[src/aesm_pkg.sv]
package aesm_pkg;

    // controller states
    typedef enum logic [2:0] {
        ST_IDLE,
        ST_EXPAND,
        ST_FETCH,
        ST_ROUND,
        ST_FINISH
    } t_state;

    // cipher mode codes
    localparam logic [3:0] MODE_ECB_ENC  = 4'd0;
    localparam logic [3:0] MODE_ECB_DEC  = 4'd1;
    localparam logic [3:0] MODE_CBC_ENC  = 4'd2;
    localparam logic [3:0] MODE_CBC_DEC  = 4'd3;
    localparam logic [3:0] MODE_PCBC_ENC = 4'd4;
    localparam logic [3:0] MODE_PCBC_DEC = 4'd5;
    localparam logic [3:0] MODE_CFB_ENC  = 4'd6;
    localparam logic [3:0] MODE_CFB_DEC  = 4'd7;
    localparam logic [3:0] MODE_OFB_ENC  = 4'd8;
    localparam logic [3:0] MODE_OFB_DEC  = 4'd9;

    // key length codes
    localparam logic [1:0] KEYLEN_128 = 2'd0;
    localparam logic [1:0] KEYLEN_192 = 2'd1;

    // configuration register indexes
    localparam logic [2:0] CFG_KEY_WORD_0  = 3'd0;
    localparam logic [2:0] CFG_KEY_WORD_1  = 3'd1;
    localparam logic [2:0] CFG_KEY_WORD_2  = 3'd2;
    localparam logic [2:0] CFG_KEY_WORD_3  = 3'd3;
    localparam logic [2:0] CFG_KEY_LENGTH  = 3'd4;
    localparam logic [2:0] CFG_CIPHER_MODE = 3'd5;
    localparam logic [2:0] CFG_IV_HIGH     = 3'd6;
    localparam logic [2:0] CFG_IV_LOW      = 3'd7;

    // commands from the controller to the datapath
    typedef struct packed {
        logic       capture;
        logic       exp_step;
        logic [5:0] word_idx;
        logic       rd_en;
        logic [3:0] rd_row;
        logic       round;
        logic       round_first;
        logic       round_last;
        logic       finish;
    } t_cmd;

    // status from the datapath to the controller
    typedef struct packed {
        logic [3:0] nr;
        logic       decrypt;
        logic       err;
    } t_status;

    typedef logic [7:0] t_sbox [256];

    function automatic logic [7:0] f_xtime(input logic [7:0] a);
        return {a[6:0], 1'b0} ^ (a[7] ? 8'h1B : 8'h00);
    endfunction

    function automatic logic [7:0] f_gf_mul(input logic [7:0] a, input logic [7:0] b);
        logic [7:0] p;
        logic [7:0] x;
        p = '0;
        x = a;
        for (int i = 0; i < 8; i++) begin
            if (b[i]) p = p ^ x;
            x = f_xtime(x);
        end
        return p;
    endfunction

    function automatic logic [7:0] f_gf_inv(input logic [7:0] a);
        logic [7:0] r;
        logic [7:0] base;
        logic [7:0] e;
        r = 8'h01;
        base = a;
        e = 8'd254;
        for (int i = 0; i < 8; i++) begin
            if (e[i]) r = f_gf_mul(r, base);
            base = f_gf_mul(base, base);
        end
        return r;
    endfunction

    function automatic logic [7:0] f_rotl(input logic [7:0] x, input int n);
        logic [15:0] d;
        d = {x, x} << n;
        return d[15:8];
    endfunction

    // substitution tables, built at elaboration
    function automatic t_sbox f_build_sbox(input logic inverse);
        t_sbox tbl;
        logic [7:0] v;
        logic [7:0] x;
        for (int i = 0; i < 256; i++) begin
            v = 8'(i);
            if (inverse) begin
                x = f_rotl(v, 1) ^ f_rotl(v, 3) ^ f_rotl(v, 6) ^ 8'h05;
                tbl[i] = f_gf_inv(x);
            end else begin
                x = f_gf_inv(v);
                tbl[i] = x ^ f_rotl(x, 1) ^ f_rotl(x, 2) ^ f_rotl(x, 3) ^ f_rotl(x, 4)
                         ^ 8'h63;
            end
        end
        return tbl;
    endfunction

    localparam t_sbox SBOX     = f_build_sbox(1'b0);
    localparam t_sbox INV_SBOX = f_build_sbox(1'b1);

    function automatic logic [31:0] f_sub_word(input logic [31:0] w);
        return {SBOX[w[31:24]], SBOX[w[23:16]], SBOX[w[15:8]], SBOX[w[7:0]]};
    endfunction

    // byte n of the state sits at bits 127-8n downto 120-8n
    function automatic logic [127:0] f_sub_bytes(input logic [127:0] s, input logic inverse);
        logic [127:0] o;
        logic [7:0] b;
        for (int n = 0; n < 16; n++) begin
            b = s[127-8*n -: 8];
            o[127-8*n -: 8] = inverse ? INV_SBOX[b] : SBOX[b];
        end
        return o;
    endfunction

    function automatic logic [127:0] f_shift_rows(input logic [127:0] s, input logic inverse);
        logic [127:0] t;
        int o;
        for (int r = 0; r < 4; r++) begin
            for (int c = 0; c < 4; c++) begin
                o = r + 4 * ((c + r) & 3);
                if (inverse) t[127-8*o -: 8] = s[127-8*(r+4*c) -: 8];
                else t[127-8*(r+4*c) -: 8] = s[127-8*o -: 8];
            end
        end
        return t;
    endfunction

    function automatic logic [127:0] f_mix_columns(input logic [127:0] s, input logic inverse);
        logic [127:0] o;
        logic [7:0] m [4];
        logic [7:0] a [4];
        logic [7:0] v;
        if (inverse) begin
            m[0] = 8'h0E; m[1] = 8'h0B; m[2] = 8'h0D; m[3] = 8'h09;
        end else begin
            m[0] = 8'h02; m[1] = 8'h03; m[2] = 8'h01; m[3] = 8'h01;
        end
        for (int c = 0; c < 4; c++) begin
            for (int k = 0; k < 4; k++) a[k] = s[127-8*(4*c+k) -: 8];
            for (int r = 0; r < 4; r++) begin
                v = '0;
                for (int k = 0; k < 4; k++) v = v ^ f_gf_mul(m[(k - r) & 3], a[k]);
                o[127-8*(4*c+r) -: 8] = v;
            end
        end
        return o;
    endfunction

endpackage

[src/aesm_ctrl.sv]
module aesm_ctrl (
    input  logic              i_clk,
    input  logic              i_rst_n,
    input  logic              i_in_valid,
    output logic              o_in_ready,
    input  logic              i_first_block,
    input  logic              i_key_write,
    output logic              o_out_valid,
    input  logic              i_out_ready,
    output aesm_pkg::t_cmd    o_cmd,
    input  aesm_pkg::t_status i_status
);
    import aesm_pkg::*;

    t_state     r_state;
    t_state     n_state;
    logic [5:0] r_word;
    logic [3:0] r_step;
    logic       r_keys_ready;
    logic       r_out_valid;

    logic       accept;
    logic       out_free;
    logic       last_word;
    logic       last_step;

    assign accept    = i_in_valid && (r_state == ST_IDLE);
    assign out_free  = !r_out_valid || i_out_ready;
    assign last_word = r_word == {i_status.nr, 2'b11};
    assign last_step = r_step == i_status.nr;

    // next state
    always_comb begin
        n_state = r_state;
        case (r_state)
            ST_IDLE: begin
                if (accept) n_state = (i_first_block || !r_keys_ready) ? ST_EXPAND : ST_FETCH;
            end
            ST_EXPAND: if (last_word) n_state = ST_FETCH;
            ST_FETCH:  n_state = i_status.err ? ST_FINISH : ST_ROUND;
            ST_ROUND:  if (last_step) n_state = ST_FINISH;
            ST_FINISH: if (out_free) n_state = ST_IDLE;
            default:   n_state = ST_IDLE;
        endcase
    end

    // commands
    always_comb begin
        o_cmd = '0;
        o_cmd.word_idx = r_word;
        case (r_state)
            ST_IDLE:   o_cmd.capture = accept;
            ST_EXPAND: o_cmd.exp_step = 1'b1;
            ST_FETCH: begin
                o_cmd.rd_en  = 1'b1;
                o_cmd.rd_row = i_status.decrypt ? i_status.nr : 4'd0;
            end
            ST_ROUND: begin
                o_cmd.round       = 1'b1;
                o_cmd.round_first = r_step == 4'd0;
                o_cmd.round_last  = last_step;
                o_cmd.rd_en       = 1'b1;
                o_cmd.rd_row      = i_status.decrypt ? (i_status.nr - r_step - 4'd1)
                                                     : (r_step + 4'd1);
            end
            ST_FINISH: o_cmd.finish = out_free;
            default: ;
        endcase
    end

    // state and counters
    always_ff @(posedge i_clk) begin
        if (!i_rst_n) begin
            r_state      <= ST_IDLE;
            r_word       <= '0;
            r_step       <= '0;
            r_keys_ready <= 1'b0;
            r_out_valid  <= 1'b0;
        end else begin
            r_state <= n_state;
            if (o_cmd.capture) r_word <= '0;
            else if (o_cmd.exp_step) r_word <= r_word + 6'd1;
            if (r_state == ST_FETCH) r_step <= '0;
            else if (o_cmd.round) r_step <= r_step + 4'd1;
            if (i_key_write) r_keys_ready <= 1'b0;
            else if (o_cmd.exp_step && last_word) r_keys_ready <= 1'b1;
            if (o_cmd.finish) r_out_valid <= 1'b1;
            else if (i_out_ready) r_out_valid <= 1'b0;
        end
    end

    assign o_in_ready  = r_state == ST_IDLE;
    assign o_out_valid = r_out_valid;

    // checks
    a_round_ends: assert property (@(posedge i_clk) disable iff (!i_rst_n)
        (r_state == ST_ROUND && last_step) |=> r_state == ST_FINISH)
        else $error("round sequence did not end after the last round");

    a_finish_shows: assert property (@(posedge i_clk) disable iff (!i_rst_n)
        o_cmd.finish |=> r_out_valid)
        else $error("finished request not presented");

    a_keys_set: assert property (@(posedge i_clk) disable iff (!i_rst_n)
        (r_state == ST_EXPAND && last_word && !i_key_write) |=> r_keys_ready)
        else $error("keys not marked ready after expansion");

    a_step_bound: assert property (@(posedge i_clk) disable iff (!i_rst_n)
        r_state == ST_ROUND |-> r_step <= i_status.nr)
        else $error("round counter past round count");

endmodule

[config.mk]
export PLATFORM = sky130hd
export DESIGN_NAME = aesm_ctrl
export DESIGN_NICKNAME = d
export VERILOG_FILES = /design/src/aesm_pkg.sv /design/src/aesm_ctrl.sv
export SDC_FILE = /design/constraint.sdc
export NUM_CORES = 1
export LEC_CHECK = 0
export ABC_AREA = 1
export ABC_CLOCK_PERIOD_IN_PS = 1750
export BUFFER_PORTS_ARGS = -buffer_cell sky130_fd_sc_hd__buf_2
export CAP_MARGIN = 20
export CORE_ASPECT_RATIO = 1.25
export CORE_MARGIN = 2
export CORE_UTILIZATION = 30
export DETAILED_ROUTE_END_ITERATION = 10
export HOLD_SLACK_MARGIN = 0.12
export PLACE_DENSITY = 0.53
export SLEW_MARGIN = 20
export SYNTH_ARGS = -nofsm -noshare
export SYNTH_HDL_FRONTEND = slang
export SYNTH_SLANG_ARGS = --single-unit
[constraint.sdc]
create_clock -name i_clk -period 1.75 [get_ports i_clk]
set_input_delay 0.0875 -clock i_clk [delete_from_list [all_inputs] [get_ports i_clk]]
set_output_delay 0.0875 -clock i_clk [all_outputs]
set_load 0.02 [all_outputs]
# Yosys cells after proc, flatten, opt, wreduce, memory -nomap -nowiden
# Cells that the tools add are included.
[classes]
addsub = 4
eq_ne = 10
n_mux = 16
n_bitwise = 1
reduce_logical = 13
[op_table]
columns = ["op", "n"]
rows = [
  ["$mux W3", 6],
  ["$pmux W3 S5", 1],
  ["$pmux W5 S2", 1],
  ["$mux W4", 2],
  ["$add A6 B1 Y6 const B", 1],
  ["$eq A3 B2 Y1 const B", 2],
  ["$eq A6 B6 Y1", 1],
  ["$ne A2 B2 Y1 const B", 3],
  ["$reduce_or A2 Y1", 3],
  ["$mux W1", 5],
  ["$add A4 B1 Y4 const B", 1],
  ["$eq A4 B4 Y1", 1],
  ["$logic_not A4 Y1", 1],
  ["$reduce_and A4 Y1", 1],
  ["$sub A4 B1 Y4 const B", 1],
  ["$sub A4 B4 Y4", 1],
  ["$eq A3 B1 Y1 const B", 1],
  ["$eq A3 B3 Y1 const B", 1],
  ["$logic_not A3 Y1", 1],
  ["$logic_and A1 B1 Y1", 2],
  ["$logic_not A1 Y1", 2],
  ["$logic_or A1 B1 Y1", 2],
  ["$mux W2", 1],
  ["$ne A2 B1 Y1 const B", 1],
  ["other kinds (2)", 2],
]
[totals]
regBits = 15
in_bits = 12
output_inout_bits = 19
elab_cells = 49

# Logic depth before layout (Yosys ltp)
[logic_depth]
ltp_word = 5
depth_mapped = 11
ltp_nobuf = 11

# Worst setup path before layout
# Ideal clock, no wire load.
[synth_timing]
path_type = "register to output"
from = "register r_step[0]"
to = "output o_cmd[5] (netlist bit)"
arrival_ns = 1.594
required_ns = 1.662
setup_slack_ns = 0.068
path_stages_with_launch = 8
path_buffers = 0
cell_sequence = "dfxtp_1 -> inv_1 -> ha_1 -> inv_1 -> fa_1 -> a21oi_1 -> a21oi_1 -> a21oi_1"
[synth_lines]
columns = ["element", "line_no", "text"]
rows = [
  ["from (decl)", "aesm_ctrl.sv:18", "logic [3:0] r_step;"],
  ["from (signal assigned)", "aesm_ctrl.sv:84", "else if (o_cmd.round) r_step <= r_step + 4'd1;"],
  ["to (decl)", "aesm_ctrl.sv:10", "output aesm_pkg::t_cmd o_cmd,"],
]

==> results.md <==
- The flow ran to the end, but the final reports show violations.
- The checks that failed: negative setup slack.
- The clock passes through at most 2 buffers.
- The share of the synthesized area in the top cell type is 27.46%.
- The post-detailed-route wirelength per cell is around 11 µm.
- The number of unique standard cell types used by synthesis is 29.
- The global routing usage on met2 is between 20% and 30%.
- The first-pass GRT wire length is between 4000 and 5000 µm.
- Synthesis inferred 15 register bits.
- The DRC violation count after routing is 0.
- By area the synthesized netlist is led by sky130_fd_sc_hd__dfxtp_1 27%, sky130_fd_sc_hd__nand2_1 10%, sky130_fd_sc_hd__inv_1 7.6%, sky130_fd_sc_hd__nor2_1 7.2%, sky130_fd_sc_hd__ha_1 6.9%.
- Between clock sinks in the finished design, the worst skew comes to 0.001655 ns.
- The count of input and output buffers is 30.
- The final hold violation count is 0.
- The post-route netlist has 38.92% of its cells at a drive strength greater than 1.
- The aggregate global routing overflow is 0.
- The routed design could run at a clock period as short as 1.794 ns.
- The data arrival time of the worst path is 1.71 ns.
- The final critical path takes up 102.5% of the cycle.
- The average cell area after synthesis is approximately 6.8 µm².
- The deepest level of the CTS H-tree is 1.
- The met1 track demand over resource is 18.55%.
- The power density relative to cell area is approximately 650 nW/µm².
- For this run, the total global-route usage over all layers was measured as about 14%.
- In this run the tightest slew margin relative to its limit is around three quarters.
- The I/O pin total is 31.
- The critical path endpoint category is a primary output.
- Timing would allow up to ~560 MHz.
- In this run the worst path has a maximum fanout of 2.
- Setup repair after global routing could not meet its margin everywhere.
- The critical path data required time is 1.66 ns.
- The via count of the first global-routing pass is just over 1000.
- The library cell used as clock root buffer is sky130_fd_sc_hd__clkbuf_8.
- The synthesized design contains 0 enable-type register cells.
- The count of endpoints failing setup in the final report is 2.
- The most used flip-flop cell after synthesis is sky130_fd_sc_hd__dfxtp_1.
- Global routing consumed, on the met3 layer, 2.166% of the routing resources.
- The final layout contains between 200 and 250 nets.
- The worst setup path is launched from a register.
- The routability congestion estimate from global placement is approximately 0.77.
- The placeable core region is approximately 3500 µm².
- Max-cap violations in this run came to 0.
- The per-cell via count in the routed design is about 4.5.
- The number of standard cells after synthesis is 162.
- The number of synthesis warnings is 0.
- The most repeated cell in the gate-level netlist after synthesis is sky130_fd_sc_hd__nand2_1.
- The critical path is of the register to primary output type.
- The number of clock buffers added by TritonCTS is 3.
- The worst hold path class is primary input to register.
- The post-synthesis async set-or-reset flop share is 0%.
- The clock sink total is 15.
- The initial antenna violation count is 0.
- The number of max-slew violations in the final report is 0.
- The row count is 24.
- The starting density of the core is 31.39%.
- The transition time at the pin with the least slew margin is about 0.36 ns.
- TritonCTS built the clock tree.
- The first detailed-routing pass ran for 4 iterations.
- The number of nets handed over by synthesis was between 150 and 200.
- The wire-length estimate of the detail-placed layout is approximately 2100 µm.
- The commonest cells after synthesis are 30 x sky130_fd_sc_hd__nand2_1, 22 x sky130_fd_sc_hd__inv_1, 21 x sky130_fd_sc_hd__nor2_1.
- In this run the vertical extent of the chip is approximately 72 µm.
- Measured along the x axis, the die boundary spans 58 µm.
- IR analysis of the VDD net gives a maximum drop of just under 0.4 mV.
- The share of the core filled with cells in the final layout is 42.28%.
- The via count is ~1100.
- The synthesis-to-finish area growth is 34.67%.
- After global routing, the most crowded layer is met2.
- Across all setup checks in the final design, the least slack found is -0.04413 ns.
- The top cell type by total area after synthesis is sky130_fd_sc_hd__dfxtp_1.
- The pin count of the biggest net entering global routing is 9.
- The post-CTS clock slew at the launch and capture registers of the worst setup and hold paths is 0.06 ns.
- The post-synthesis instance area is around 1100 µm².
- The die covers about 4100 µm².
- The post-detailed-route count of antenna-violating nets is 0.
- The total wire length is approximately 2600 µm.
- The source-to-sink clock delay at the later pin of the worst-skew pair is 0.24 ns.
- The number of violations reported at the end of detailed-routing iteration 0 is 23.
- The leakage power is between 0.0006 and 0.0007 µW.
- The share of the yosys chip area belonging to registers is between 20% and 30%.
- The number of antenna diodes in the final layout is 0.
- Hold is met by approximately 0.17 ns.
layer usage:
metal | vias up | routed length [µm]
met5 | - | 0
met4 | 0 | 17
met3 | 2 | 114
met2 | 22 | 1217
met1 | 466 | 1245
li1 | 598 | -
final cells by class:
| cell class | instances | area, µm² |
|---|---|---|
| Inverter | 29 | 108.9 |
| Multi-Input combinational cell | 117 | 726.9 |
| Fill cell | 384 | 2011 |
| Tap cell | 39 | 48.80 |
| Sequential cell | 15 | 320.3 |
| Clock buffer | 4 | 45.04 |
| Timing Repair Buffer | 38 | 222.7 |
final timing paths:
check / from / slack [ns] / to / depth (start not counted)
hold / removal: i_rst_n / 0.17 / r_state[1] / 3
setup / recovery: r_step[0] / -0.04 / o_cmd[5] / 8
setup reg to reg: r_state[2] / 0.11 / r_keys_ready / 6
hold reg to reg: r_word[4] / 0.47 / r_word[4] / 1
report_power, final:
group          total, µW  leakage [µW]  internal, µW  switching, µW
sequential           380      0.000126           355           24.7
combinational        297      0.000542           112            185
clock                276     0.0000228           161            115
kinds of logic after synthesis:
kind of cell               share of synthesized area, %
xor gates and xnor gates                          4.004
adders and majority gates                         8.696
buffers and inverters                             10.41
and+or+nand+nor                                   35.70
DFF                                               27.46
AOI/OAI and AO/OA                                 13.73
worst max-delay path, cell delays in order, from the launching register on:
cell	delay, ns
sky130_fd_sc_hd__dfxtp_2	0.33
sky130_fd_sc_hd__inv_2	0.05
sky130_fd_sc_hd__ha_4	0.15
sky130_fd_sc_hd__inv_2	0.05
sky130_fd_sc_hd__fa_2	0.43
sky130_fd_sc_hd__a21oi_2	0.13
sky130_fd_sc_hd__a21oi_1	0.05
sky130_fd_sc_hd__a21oi_1	0.12
sky130_fd_sc_hd__buf_4	0.15
per-stage QoR:
step	worst slack, ns	area (µm²)	cells	power, µW	TNS [ns]
floorplan	0.06831	1094	162	584.4	0
global placement	0.1348	1318	234	669.6	0
detailed placement	0.1148	1318	234	667.4	0
CTS	-0.04200	1429	241	969.8	-0.06923
global route	-0.1224	1473	242	1021	-0.3537
finish	-0.04413	1473	242	953.0	-0.04653
state kept, by name, summed over array words and instances (netlist names):
| name | count |
|---|---|
| o_out_valid | 1 |
| r_state | 3 |
| r_word | 6 |
| r_step | 4 |
| r_keys_ready | 1 |
layout by cell type, fill, tap and decap left out, drive strengths merged, types with 2 or more instances in the layout:
master,instances
o21ai,8
nor2,26
nand3,15
dlygate4sd3,2
clkbuf,4
buf,36
a21oi,14
xor2,4
ha,6
nand4,2
dfxtp,15
nand2,33
inv,29
repair_timing:
item	CTS	global route
resized for setup	12	15
setup buffers	1	1
cloned	0	0
endpoints found under the setup margin	3	5
pin swaps	3	1
hold buffers	2	0
hold endpoints to repair	1	0
No activity file was read; power rests on OpenSTA's default activity.
